`src/rtl/lcfr_pkg.sv`:
```
// Shared types and codes for the length/checksum frame receiver.
`default_nettype none

package lcfr_pkg;

    localparam int unsigned BYTE_W  = 8;
    localparam int unsigned WORD_W  = 16;
    localparam int unsigned KIND_W  = 2;
    localparam int unsigned PHASE_W = 3;
    localparam int unsigned CFG_IDX_W = 2;

    // event codes
    localparam logic [KIND_W-1:0] EV_NONE    = 2'd0;
    localparam logic [KIND_W-1:0] EV_PAYLOAD = 2'd1;
    localparam logic [KIND_W-1:0] EV_ACCEPT  = 2'd2;
    localparam logic [KIND_W-1:0] EV_REJECT  = 2'd3;

    // register indexes
    localparam logic [CFG_IDX_W-1:0] REG_FIRST_MARKER  = 2'd0;
    localparam logic [CFG_IDX_W-1:0] REG_SECOND_MARKER = 2'd1;

    localparam logic [BYTE_W-1:0] FIRST_MARKER_RST  = 8'd1;
    localparam logic [BYTE_W-1:0] SECOND_MARKER_RST = 8'd2;

    typedef struct packed {
        logic [KIND_W-1:0] event_kind;
        logic [BYTE_W-1:0] payload_byte;
        logic [WORD_W-1:0] payload_index;
        logic [BYTE_W-1:0] frame_id;
    } lcfr_result_t;

endpackage

`default_nettype wire

```
`src/rtl/lcfr_deframer.sv`:
```
// Deframing state machine with running checksum; one byte per step.
`default_nettype none

module lcfr_deframer
    import lcfr_pkg::*;
(
    input  wire logic              aclk,
    input  wire logic              aresetn,
    input  wire logic              step,
    input  wire logic [BYTE_W-1:0] rx_byte,
    input  wire logic [BYTE_W-1:0] first_marker,
    input  wire logic [BYTE_W-1:0] second_marker,
    output lcfr_result_t           result
);

    localparam logic [PHASE_W-1:0] PH_IDLE  = 3'd0;
    localparam logic [PHASE_W-1:0] PH_LEN_H = 3'd1;
    localparam logic [PHASE_W-1:0] PH_LEN_L = 3'd2;
    localparam logic [PHASE_W-1:0] PH_ID    = 3'd3;
    localparam logic [PHASE_W-1:0] PH_DATA  = 3'd4;
    localparam logic [PHASE_W-1:0] PH_SUM_H = 3'd5;
    localparam logic [PHASE_W-1:0] PH_SUM_L = 3'd6;

    logic [PHASE_W-1:0] phase_reg, phase_next;
    logic               armed_reg, armed_next;
    logic [WORD_W-1:0]  length_reg, length_next;
    logic [WORD_W-1:0]  count_reg, count_next;
    logic [WORD_W-1:0]  sum_reg, sum_next;
    logic [BYTE_W-1:0]  sum_hi_reg, sum_hi_next;
    logic [BYTE_W-1:0]  id_reg, id_next;
    logic [WORD_W-1:0]  got_sum;

    assign got_sum = {sum_hi_reg, rx_byte};

    always_comb begin
        phase_next  = phase_reg;
        armed_next  = armed_reg;
        length_next = length_reg;
        count_next  = count_reg;
        sum_next    = sum_reg;
        sum_hi_next = sum_hi_reg;
        id_next     = id_reg;
        result      = '{EV_NONE, '0, '0, '0};

        if (rx_byte == first_marker) begin
            armed_next = 1'b1;
        end else if (rx_byte == second_marker) begin
            if (armed_reg) begin
                armed_next = 1'b0;
                phase_next = PH_LEN_H;
                count_next = '0;
            end
        end else begin
            case (phase_reg)
                PH_LEN_H: begin
                    sum_next    = '0;
                    length_next = {rx_byte, {BYTE_W{1'b0}}};
                    phase_next  = PH_LEN_L;
                end
                PH_LEN_L: begin
                    length_next = {length_reg[WORD_W-1:BYTE_W], rx_byte};
                    phase_next  = PH_ID;
                end
                PH_ID: begin
                    id_next    = rx_byte;
                    sum_next   = {{(WORD_W-BYTE_W){1'b0}}, rx_byte};
                    count_next = '0;
                    phase_next = PH_DATA;
                end
                PH_DATA: begin
                    result     = '{EV_PAYLOAD, rx_byte, count_reg, id_reg};
                    sum_next   = sum_reg + {{(WORD_W-BYTE_W){1'b0}}, rx_byte};
                    count_next = count_reg + WORD_W'(1);
                    if (count_reg >= length_reg) begin
                        phase_next = PH_SUM_H;
                    end
                end
                PH_SUM_H: begin
                    sum_hi_next = rx_byte;
                    phase_next  = PH_SUM_L;
                end
                PH_SUM_L: begin
                    phase_next = PH_IDLE;
                    if (got_sum == sum_reg) begin
                        result = '{EV_ACCEPT, '0, '0, id_reg};
                    end else begin
                        result  = '{EV_REJECT, '0, '0, id_reg};
                        id_next = '0;
                    end
                end
                default: begin
                    phase_next = PH_IDLE;
                end
            endcase
        end
    end

    always_ff @(posedge aclk) begin
        if (!aresetn) begin
            phase_reg  <= PH_IDLE;
            armed_reg  <= 1'b0;
            length_reg <= '0;
            count_reg  <= '0;
            sum_reg    <= '0;
            sum_hi_reg <= '0;
            id_reg     <= '0;
        end else if (step) begin
            phase_reg  <= phase_next;
            armed_reg  <= armed_next;
            length_reg <= length_next;
            count_reg  <= count_next;
            sum_reg    <= sum_next;
            sum_hi_reg <= sum_hi_next;
            id_reg     <= id_next;
        end
    end

endmodule

`default_nettype wire

```
`src/rtl/length_checksum_frame_receiver.sv`:
```
// Top level of the length-prefixed frame receiver with additive checksum.
`default_nettype none

//  channel   direction  handshake          payload
//  s_        in         s_valid / s_ready  s_rx_byte
//  m_        out        m_valid / m_ready  m_event_kind, m_payload_byte,
//                                          m_payload_index, m_frame_id
//  cfg_      in         cfg_wr_en          cfg_index, cfg_wdata
//
//  Every item gives exactly one result item, event 0 included.
//  Path: input register, then the deframer feeds the result register.
//  One item per cycle sustained while m_ready stays high; the path is one byte compare plus a 16-bit add.
//  A stalled m_ready holds the result register; the input register still takes
//  an item while it is empty, so ready drops only when both stages are full.
//  Synchronous active-low reset clears the frame state and loads marker defaults.

module length_checksum_frame_receiver
    import lcfr_pkg::*;
(
    input  wire logic                 aclk,
    input  wire logic                 aresetn,
    // byte input
    input  wire logic                 s_valid,
    output logic                      s_ready,
    input  wire logic [BYTE_W-1:0]    s_rx_byte,
    // result output
    output logic                      m_valid,
    input  wire logic                 m_ready,
    output logic [KIND_W-1:0]         m_event_kind,
    output logic [BYTE_W-1:0]         m_payload_byte,
    output logic [WORD_W-1:0]         m_payload_index,
    output logic [BYTE_W-1:0]         m_frame_id,
    // configuration
    input  wire logic                 cfg_wr_en,
    input  wire logic [CFG_IDX_W-1:0] cfg_index,
    input  wire logic [BYTE_W-1:0]    cfg_wdata
);

    // marker registers
    logic [BYTE_W-1:0] first_marker_reg;
    logic [BYTE_W-1:0] second_marker_reg;

    always_ff @(posedge aclk) begin
        if (!aresetn) begin
            first_marker_reg  <= FIRST_MARKER_RST;
            second_marker_reg <= SECOND_MARKER_RST;
        end else if (cfg_wr_en) begin
            case (cfg_index)
                REG_FIRST_MARKER:  first_marker_reg  <= cfg_wdata;
                REG_SECOND_MARKER: second_marker_reg <= cfg_wdata;
                default: ;   // unmapped index: write dropped
            endcase
        end
    end

    // input register
    logic              in_valid_reg;
    logic [BYTE_W-1:0] in_byte_reg;
    logic              out_free;
    logic              advance;
    lcfr_result_t      step_result;

    // result register is free when empty or being drained this cycle
    assign out_free = !m_valid || m_ready;
    assign advance  = in_valid_reg && out_free;
    assign s_ready  = !in_valid_reg || out_free;

    always_ff @(posedge aclk) begin
        if (!aresetn) begin
            in_valid_reg <= 1'b0;
        end else if (s_ready) begin
            in_valid_reg <= s_valid;
        end
    end

    always_ff @(posedge aclk) begin
        if (s_ready && s_valid) begin
            in_byte_reg <= s_rx_byte;
        end
    end

    // frame state machine; state moves only when its result is captured
    lcfr_deframer u_deframer (
        .aclk          (aclk),
        .aresetn       (aresetn),
        .step          (advance),
        .rx_byte       (in_byte_reg),
        .first_marker  (first_marker_reg),
        .second_marker (second_marker_reg),
        .result        (step_result)
    );

    // result register
    logic         m_valid_reg;
    lcfr_result_t m_data_reg;

    always_ff @(posedge aclk) begin
        if (!aresetn) begin
            m_valid_reg <= 1'b0;
        end else if (out_free) begin
            m_valid_reg <= in_valid_reg;
        end
    end

    always_ff @(posedge aclk) begin
        if (advance) begin
            m_data_reg <= step_result;
        end
    end

    assign m_valid         = m_valid_reg;
    assign m_event_kind    = m_data_reg.event_kind;
    assign m_payload_byte  = m_data_reg.payload_byte;
    assign m_payload_index = m_data_reg.payload_index;
    assign m_frame_id      = m_data_reg.frame_id;

endmodule

`default_nettype wire

```
`config.mk`:
```
export PLATFORM = sky130hd
export DESIGN_NAME = length_checksum_frame_receiver
export DESIGN_NICKNAME = d
export VERILOG_FILES = /design/src/rtl/lcfr_pkg.sv /design/src/rtl/lcfr_deframer.sv /design/src/rtl/length_checksum_frame_receiver.sv
export SDC_FILE = /design/constraint.sdc
export NUM_CORES = 1
export LEC_CHECK = 0
export BUFFER_PORTS_ARGS = -buffer_cell sky130_fd_sc_hd__buf_2
export CORE_MARGIN = 2
export CORE_UTILIZATION = 50
export DETAILED_ROUTE_END_ITERATION = 16
export PLACE_DENSITY_LB_ADDON = 0.08
export SYNTH_ARGS = -nofsm -noshare
export SYNTH_HDL_FRONTEND = slang
export SYNTH_SLANG_ARGS = --single-unit
export TNS_END_PERCENT = 50
```
`constraint.sdc`:
```
create_clock -name aclk -period 2.3 [get_ports aclk]
set_clock_uncertainty 0.15 [all_clocks]
set_input_delay 0.345 -clock aclk [delete_from_list [all_inputs] [get_ports aclk]]
set_output_delay 0.345 -clock aclk [all_outputs]
set_load 0.05 [all_outputs]
```
Word-level counts from Yosys, hierarchy flattened

Cells that the tools add are included.

Bitwise gates (word level): 3
Multiplexer cells: 15
Magnitude comparators: 1
Div/mod/pow operators: 0
$mul: 0
Add/sub/neg operators: 2
Eq/ne operators: 13
Shifts and indexed selects: 0
Reduce and logical (&&, ||, !) cells: 23

Operators by type and width:

| cell                                                                    | count |
|---|---|
| 34-bit case mux with 2 select lines                                     | 1 |
| 16-bit case mux with 2 select lines                                     | 2 |
| 16-bit case mux with 3 select lines                                     | 1 |
| 33-bit two-way mux                                                      | 1 |
| 16-bit two-way mux                                                      | 2 |
| 4-bit AND reduction                                                     | 5 |
| 16-bit by 1-bit adder with 16-bit output, second input constant         | 1 |
| 16-bit by 8-bit adder with 16-bit output                                | 1 |
| 16-bit == test                                                          | 1 |
| 8-bit == test                                                           | 2 |
| 16-bit greater-or-equal comparator                                      | 1 |
| 8-bit case mux with 2 select lines                                      | 1 |
| 3-bit case mux with 5 select lines                                      | 1 |
| 5-bit AND reduction                                                     | 2 |
| 3-bit == test, second input constant                                    | 3 |
| 3-bit two-way mux                                                       | 3 |
| 8-bit two-way mux                                                       | 1 |
| 3-bit by 2-bit == test with 1-bit output, second input constant         | 2 |
| 2-bit AND reduction                                                     | 3 |
| 2-bit nonzero test                                                      | 3 |
| 3-bit nonzero test                                                      | 2 |
| 3-bit by 1-bit == test with 1-bit output, second input constant         | 1 |
| 3-bit by 1-bit inequality test with 1-bit output, second input constant | 1 |
| 1-bit inverter                                                          | 3 |
| 9 further kinds                                                         | 13 |

Memories kept: 0
Input bits: 23
Logic and storage cells: 74
Output and inout port bits: 36
Memory bits (read-only): 0
RAM bits: 0
Register bits after elaboration: 128
Bits in latches: 0

Depth between registers and ports, before layout

Gate-level depths: netlist of run 1.

Depth in word-level cells: 4
Mapped depth: 9
Mapped depth without buffers: 8

By module

From an unflattened synthesis of run 1, not the netlist that was laid out.

Cell total of the unflattened synthesis: 644
Area, all modules: 6,497.5 um^2

Modules (own cells, without submodules):

| module                         | times used | cells an instance | seq. area each (um^2) | area each (um^2) |
|---|---|---|---|---|
| lcfr_deframer                  | 1          | 527               | 1,361.3               | 4,499.3 |
| length_checksum_frame_receiver | 1          | 117               | 1,621.6               | 1,998.2 |

Worst setup path before layout of run 1

OpenSTA, ideal clock, no wires.

Path type: flip-flop to flip-flop
Start: register in_byte_reg[1]
End: register u_deframer.count_reg[0]
Path buffers: 3
Arrival: 2.042 ns
Clock period less this slack: 2.320 ns
Stages on the path, launching flop included: 10
Path slack: -0.020 ns
Required time: 2.022 ns
Library setup time: 0.128 ns
Cell sequence: edfxtp_1 -> buf_4 -> xnor2_2 -> nand4_4 -> or2_1 -> buf_4 -> mux2i_1 -> o21ai_1 -> clkbuf_1 -> nor2_1

Longest elaborated chain between the ends: 3
Elaborated cells between the ends (all ways): 7

Ends and longest elaborated chain:

| item                                                                                            | RTL line                                 | source |
|---|---|---|
| start: declaration                                                                              | length_checksum_frame_receiver.sv:58     | `logic [BYTE_W-1:0] in_byte_reg;` |
| start signal: assignment                                                                        | length_checksum_frame_receiver.sv:78     | `in_byte_reg <= s_rx_byte;` |
| 8-bit == test (on tied branches)                                                                | lcfr_deframer.sv:47, lcfr_deframer.sv:45 |  |
| 2-bit by 1-bit inequality test with 1-bit output (no source line), or another cell as far along | -                                        |  |
| 4-bit AND reduction (no source line)                                                            | -                                        |  |
| end signal: assignment                                                                          | lcfr_deframer.sv:111                     | `count_reg <= count_next;` |
| end: declaration                                                                                | lcfr_deframer.sv:27                      | `logic [WORD_W-1:0] count_reg, count_next;` |

Parallel ways exist; a longest one is shown, timed or not.
A chain may end at the register's enable or synchronous reset.

Worst setup path after layout of run 1

Start: register in_byte_reg[4]
End: register u_deframer.count_reg[1]

Same word-level chain as after synthesis.

==> impl_metrics.py, run 1 <==
metrics = {
    "status": {
        "outcome": "finished with violations",
        "violations": "setup timing",
    },
    "worst_setup_path": {
        "cp_max_fo": 5,
        "slowest_delay_ns": 0.46,
        "r2r_cells": 9,
        "path_cells": "buf_6 -> xnor2_4 -> nand4_4 -> buf_6 -> o21ai_4 -> nor3b_2 -> buf_4 -> mux2_2 -> nor2_1",
        "cp_common_cell": "buf_6",
        "cp-start-kind": "flop",
        "r2r-end": "u_deframer.count_reg[1]",
        "cp.required_ns": 2.50,
        "crit_slowest_cell": "edfxtp_1",
        "r2r_start": "in_byte_reg[4]",
        "crit_arrival_ns": 2.56,
        "path_delay_family": "buffers and inverters",
        "regToRegSetupSlack_ns": -0.06,
        "end_kind": "flop",
        "path_buf_inv": 3,
        "critPathKind": "reg -> reg",
    },
    "die": {
        "initial_utilization": 0.508,
        "ios": 59,
        "die-area_mm2": 0.0136,
        "row_count": 41,
        "die_w_um": 117,
        "core_area_mm2": 0.0125,
        "die_y_um": 117,
    },
    "routing": {
        "viasPerCell": 5.51,
        "dr_wl_met2_mm": 8.91,
        "highest_layer": "met4",
        "drtAntennaViolNets": 0,
        "drt_iter0_drc": 441,
        "wire_per_inst_um": 18.3,
        "wl_met1_mm": 7.27,
        "vias": 5254,
        "wl_mm": 17.5,
        "dr.pass1.iters": 5,
        "drc_errors": 0,
        "wl_met3_um": 827,
    },
    "synth": {
        "synth-seq-area-share": 0.469,
        "syn-instance-count": 627,
        "synthTopCellsByArea": "dfxtp_1, edfxtp_1, mux2i_1",
        "synth_edf_count": 42,
        "async_flop_share": 0,
        "yosys.area.top_type_share": 0.270,
        "synth_seq_cells": 128,
        "synth_area_mm2": 0.00636,
        "yosysTopAreaCell": "dfxtp_1",
        "yosysWarnings": 0,
        "avgSynthCellArea_um2": 10.2,
        "synthesis.nets": 676,
        "synth.distinct_cells": 63,
        "synth_flop_cell": "dfxtp_1",
    },
    "clock_tree": {
        "path_clk_slew_ns": 0.06,
        "clk_path_buf_depth": 2,
        "cts_buffers": 17,
        "clkLatencyLatePin_ns": 0.42,
        "tritoncts": "built",
        "cts.htree.levels": 4,
        "cts-root-buf": "clkbuf_16",
        "cts_sinks": 128,
    },
    "place": {
        "port_buffers": 58,
        "gp_congestion": 0.867,
        "dp_hpwl_mm": 11.3,
        "dp_slack_ns": -0.210,
    },
    "cells_and_area": {
        "antenna-diode-count": 0,
        "register_area_mm2": 0.00298,
        "fin_util": 0.694,
        "synthToLayoutAreaGrowth_pct": 36.4,
        "final_cell_mix": "dfxtp_1, buf_4, buf_2, nand2_1, nor2_1",
        "layout-drive-gt1-share": 0.340,
        "nets": 818,
        "n_fill_cell": 942,
        "multiInputGateArea_mm2": 0.00369,
        "layout_commonest_cell": "dfxtp_1",
    },
    "power_and_ir_drop": {
        "clockPowerShare": 0.462,
        "p_switching_mw": 1.40,
        "swShare": 0.248,
        "p_int_mw": 4.25,
        "power.density_mw_per_mm2": 650,
        "leakage_nw": 3.36,
        "seqPwrFrac": 0.429,
        "comb_power_share": 0.108,
        "peakVddDrop_mv": 0.419,
    },
    "min_path": {
        "hp-class": "in -> reg",
        "min_from": "cfg_wdata[0]",
        "hold_depth": 3,
        "worstHoldEndpoint": "first_marker_reg[0]",
    },
    "timing": {
        "max_freq_mhz": 424,
        "slew_viol_final": 0,
        "tightest_slew_ns": 0.739,
        "setup_viol": 7,
        "hold_violations": 0,
        "min_period_over_period": 1.03,
        "rsz0062_at_grt": "yes",
        "setup_ws_ns": -0.0597,
        "slew_headroom": 0.505,
        "finalCriticalPeriod_ns": 2.36,
    },
    "global_route": {
        "grt.total_usage": 0.257,
        "grt_max_degree": 50,
        "grt_pass1_wl_mm": 26.5,
        "first_global_vias": 5190,
        "gr-total-overflow": 0,
        "antenna_found_initial": 0,
    },
    "job": {
        "maxCapViolCount": 0,
    },
}
-- layer usage --
layer,vias up,global-route usage
li1,2544,-
met1,2496,0.316
met2,181,0.436
met3,33,0.0566
met4,0,0.113
met5,-,0
-- Yosys cell counts (7+ instances only) --
cell	number
o31ai_1	14
a21o_1	7
o21ai_0	18
xor2_1	12
nor3_1	7
nor4_1	7
clkbuf_1	17
buf_4	9
mux2i_1	34
or4_1	13
and2_1	35
xnor2_2	8
inv_1	20
a21oi_1	43
ha_1	25
or3_1	7
nand4_1	12
nand2_1	47
nand3_1	18
xnor2_1	18
dfxtp_1	86
nor2_1	48
edfxtp_1	42
-- stage by stage --
stage / instance area [um^2] / power, mW / hold slack, ns / setup TNS (ns) / instances
2_1_floorplan: 6370 / 2.78 / 0.283 / 0 / 627
3_3_place_gp: 7180 / 2.94 / 0.297 / -2.05 / 886
3_5_place_dp: 7180 / 2.94 / 0.300 / -3.60 / 886
4_1_cts: 8150 / 5.60 / 0.000970 / -0.168 / 935
5_1_grt: 8680 / 5.84 / 0.0163 / -3.14 / 954
6_report: 8680 / 5.65 / 0.0138 / -0.213 / 954
-- power by group through the flow --
stage	sequential [mW]	combinational, mW	clock (mW)
finish	2.43	0.612	2.61
global route	2.43	0.650	2.76
CTS	2.42	0.539	2.64
detailed placement	2.46	0.482	0
global placement	2.46	0.475	0
floorplan	2.55	0.235	0
-- repair_timing --
item	4_1_cts	5_1_grt
endpoints found under the setup margin	61	98
endpoints found under the hold margin	9	0
setup buffers	7	16
hold buffers	9	0
cloned	1	3
gates resized for setup	41	68
pin swaps	8	42
-- worst max path at each step --
stage / start / end / slack, ns / cells after the start
2_1_floorplan: in_byte_reg[1] / m_payload_byte[0] / 0.06 / 9
3_3_place_gp: in_byte_reg[4] / u_deframer.id_reg[2] / -0.14 / 8
3_5_place_dp: in_byte_reg[4] / u_deframer.id_reg[7] / -0.21 / 8
4_1_cts: in_byte_reg[3] / u_deframer.count_reg[4] / -0.04 / 8
5_1_grt: in_byte_reg[4] / u_deframer.count_reg[1] / -0.14 / 9
6_report: in_byte_reg[4] / u_deframer.count_reg[1] / -0.06 / 9
-- worst min-delay path, stage by stage --
cell and delay (ns):
buf_2 0.09, mux2i_1 0.06, nand2_1 0.06
-- layout make-up --
cell class              instances  area share
inverters                      20     0.00864
repair buffers                155       0.131
clock inverters                 7     0.00490
multi-input cells             447       0.425
clock buffers                  25      0.0620
flip-flops and latches        128       0.343
well taps                     172      0.0248
-- logic make-up (layout without fill, tap and decap cells) --
logic type | count (synthesis) | after routing | synth area share
AND/OR/NAND/NOR | 232 | 233 | 0.205
flip-flops | 128 | 128 | 0.469
AO/OA/AOI/OAI | 113 | 115 | 0.114
buffers and inverters | 55 | 207 | 0.0430
XOR/XNOR | 38 | 38 | 0.0617
multiplexers | 35 | 35 | 0.0552
adder cells (fa/ha/maj) | 26 | 26 | 0.0523
(Power assumes the default switching activity.)
==> run 2, diff against run 1 <==
- CORE_UTILIZATION: 50 -> 38
==> impl_metrics.py, run 2 (synthesis results as in run 1) <==
metrics = {
    "cells_and_area": {
        "antenna-diode-count": 0,
        "fin_util": 0.527,
        "layout-drive-gt1-share": 0.322,
        "final_cell_mix": "dfxtp_1, buf_4, buf_2, nor2_1, nand2_1",
        "synthToLayoutAreaGrowth_pct": 36.3,
        "layout_commonest_cell": "dfxtp_1",
        "nets": 812,
    },
    "worst_setup_path": {
        "regToRegSetupSlack_ns": -0.05,
        "critPathKind": "reg -> reg",
        "cp.required_ns": 2.51,
        "slowest_delay_ns": 0.49,
        "cp-startpoint": "in_byte_reg[2]",
        "endpoint": "u_deframer.count_reg[5]",
        "cp_max_fo": 8,
        "cp_num_cells": 8,
        "cp-start-kind": "flop",
        "path_buf_inv": 2,
        "r2r-end": "u_deframer.count_reg[5]",
        "path_delay_family": "simple AND/OR/NAND/NOR gates",
        "path_cells": "buf_6 -> xnor2_4 -> nand4_4 -> buf_6 -> o21ai_4 -> o21ai_4 -> or4_1 -> a21oi_1",
        "r2r_cells": 8,
        "r2r_start": "in_byte_reg[2]",
        "end_kind": "flop",
        "crit_slowest_cell": "or4_1",
        "crit_arrival_ns": 2.56,
    },
    "clock_tree": {
        "path_clk_slew_ns": 0.06,
        "tritoncts": "built",
        "cts-root-buf": "clkbuf_16",
        "clk_path_buf_depth": 2,
        "cts_sinks": 128,
        "clkLatencyLatePin_ns": 0.43,
        "cts.htree.levels": 4,
        "cts_buffers": 17,
    },
    "global_route": {
        "first_global_vias": 5135,
        "gr-total-overflow": 0,
        "grt_max_degree": 50,
        "use_met3": 0.0495,
        "grt_pass1_wl_mm": 26.6,
        "antenna_found_initial": 0,
        "met1_usage": 0.242,
        "use_met2": 0.320,
        "grt.total_usage": 0.193,
        "grt_busiest_layer": "met2",
    },
    "timing": {
        "slew_headroom": 0.504,
        "tightest_slew_ns": 0.740,
        "hold_violations": 0,
        "slew_viol_final": 0,
        "rsz0062_at_grt": "yes",
        "min_period_over_period": 1.02,
        "fin_setup_tns_ns": -0.188,
        "whs_ns": 0.0207,
        "max_freq_mhz": 426,
        "finalCriticalPeriod_ns": 2.35,
        "setup_ws_ns": -0.0467,
        "setup_viol": 7,
    },
    "routing": {
        "drtAntennaViolNets": 0,
        "vias": 5144,
        "wl_mm": 17.0,
        "drt_iter0_drc": 211,
        "wire_per_inst_um": 17.1,
        "drc_errors": 0,
        "dr.pass1.iters": 5,
        "viasPerCell": 5.16,
    },
    "power_and_ir_drop": {
        "peakVddDrop_mv": 0.692,
        "leakage_nw": 3.32,
        "finalPower_mw": 5.94,
        "power.density_mw_per_mm2": 685,
    },
    "die": {
        "ios": 59,
        "die_y_um": 133,
        "initial_utilization": 0.387,
        "die-area_mm2": 0.0178,
        "core_area_mm2": 0.0165,
        "die_w_um": 133,
        "row_count": 47,
    },
    "place": {
        "dp_hpwl_mm": 11.9,
        "gp_congestion": 0.867,
        "port_buffers": 58,
    },
    "job": {
        "maxCapViolCount": 0,
    },
    "status": {
        "outcome": "finished with violations",
        "violations": "setup timing",
    },
    "min_path": {
        "hp-class": "in -> reg",
        "min_from": "cfg_wdata[5]",
    },
}
-- run 2: changes by cell type in the layout (fill, tap and decap cells not counted), sizes merged, moves of 2 or more --
cell	delta
clkinv	+4
clkbuf	-8
buf	-6
bufinv	+5
inv	-2
dlygate4sd3	+2
-- run 2: tightest hold or removal path: cells and delay by family --
kind	cells	cell delay, ns
buf+inv	1	0.09
mux	1	0.05
simple gates	1	0.07
-- run 2: through the flow --
stage / instances / setup slack (ns) / area (um^2)
finish: 996 / -0.0467 / 8670
global placement: 936 / -0.173 / 7240
detailed placement: 936 / -0.269 / 7240
global route: 996 / -0.141 / 8670
CTS: 983 / -0.00981 / 8210
floorplan: 627 / 0.0629 / 6370
-- run 2: power breakdown --
| part | switching (mW) | internal, mW | leakage [nW] | total, mW |
|---|---|---|---|---|
| registers | 0.0365 | 2.39 | 1.09 | 2.42 |
| clock network | 1.02 | 1.92 | 0.314 | 2.94 |
| logic | 0.354 | 0.226 | 1.92 | 0.580 |
-- run 2: cell type report --
cell class	count	area (um^2)
Inverter	20	75.1
Timing Repair Buffer	151	1100
Tap cell	220	275
Fill cell	1534	7790
Clock inverter	15	216
Sequential cell	128	2980
Multi-Input combinational cell	445	3600
Clock buffer	17	425
-- run 2: worst min path at each step --
stage	endpoint	slack, ns	cells after the start
after CTS	second_marker_reg[5]	0.0003	3
after global routing	first_marker_reg[3]	0.02	3
final	second_marker_reg[5]	0.02	3
after global placement	u_deframer.id_reg[1]	0.30	2
after detailed placement	u_deframer.id_reg[4]	0.30	2
after floorplan	u_deframer.id_reg[7]	0.28	2
-- run 2: per-layer routing --
layer	vias to the layer above	share of wire	routed length [um]
met5	-	0	0
met1	2477	0.45	7690
met3	28	0.037	625
met4	0	0.021	357
met2	110	0.49	8370
li1	2529	-	-
-- run 2: what timing repair did --
action                     CTS  global route
resized for setup           32            56
buffers inserted             4            12
setup endpoints to repair   88            69
pin swaps                    6            23
cloned                       0             1
hold buffers                11             0
hold endpoints to repair    11             0
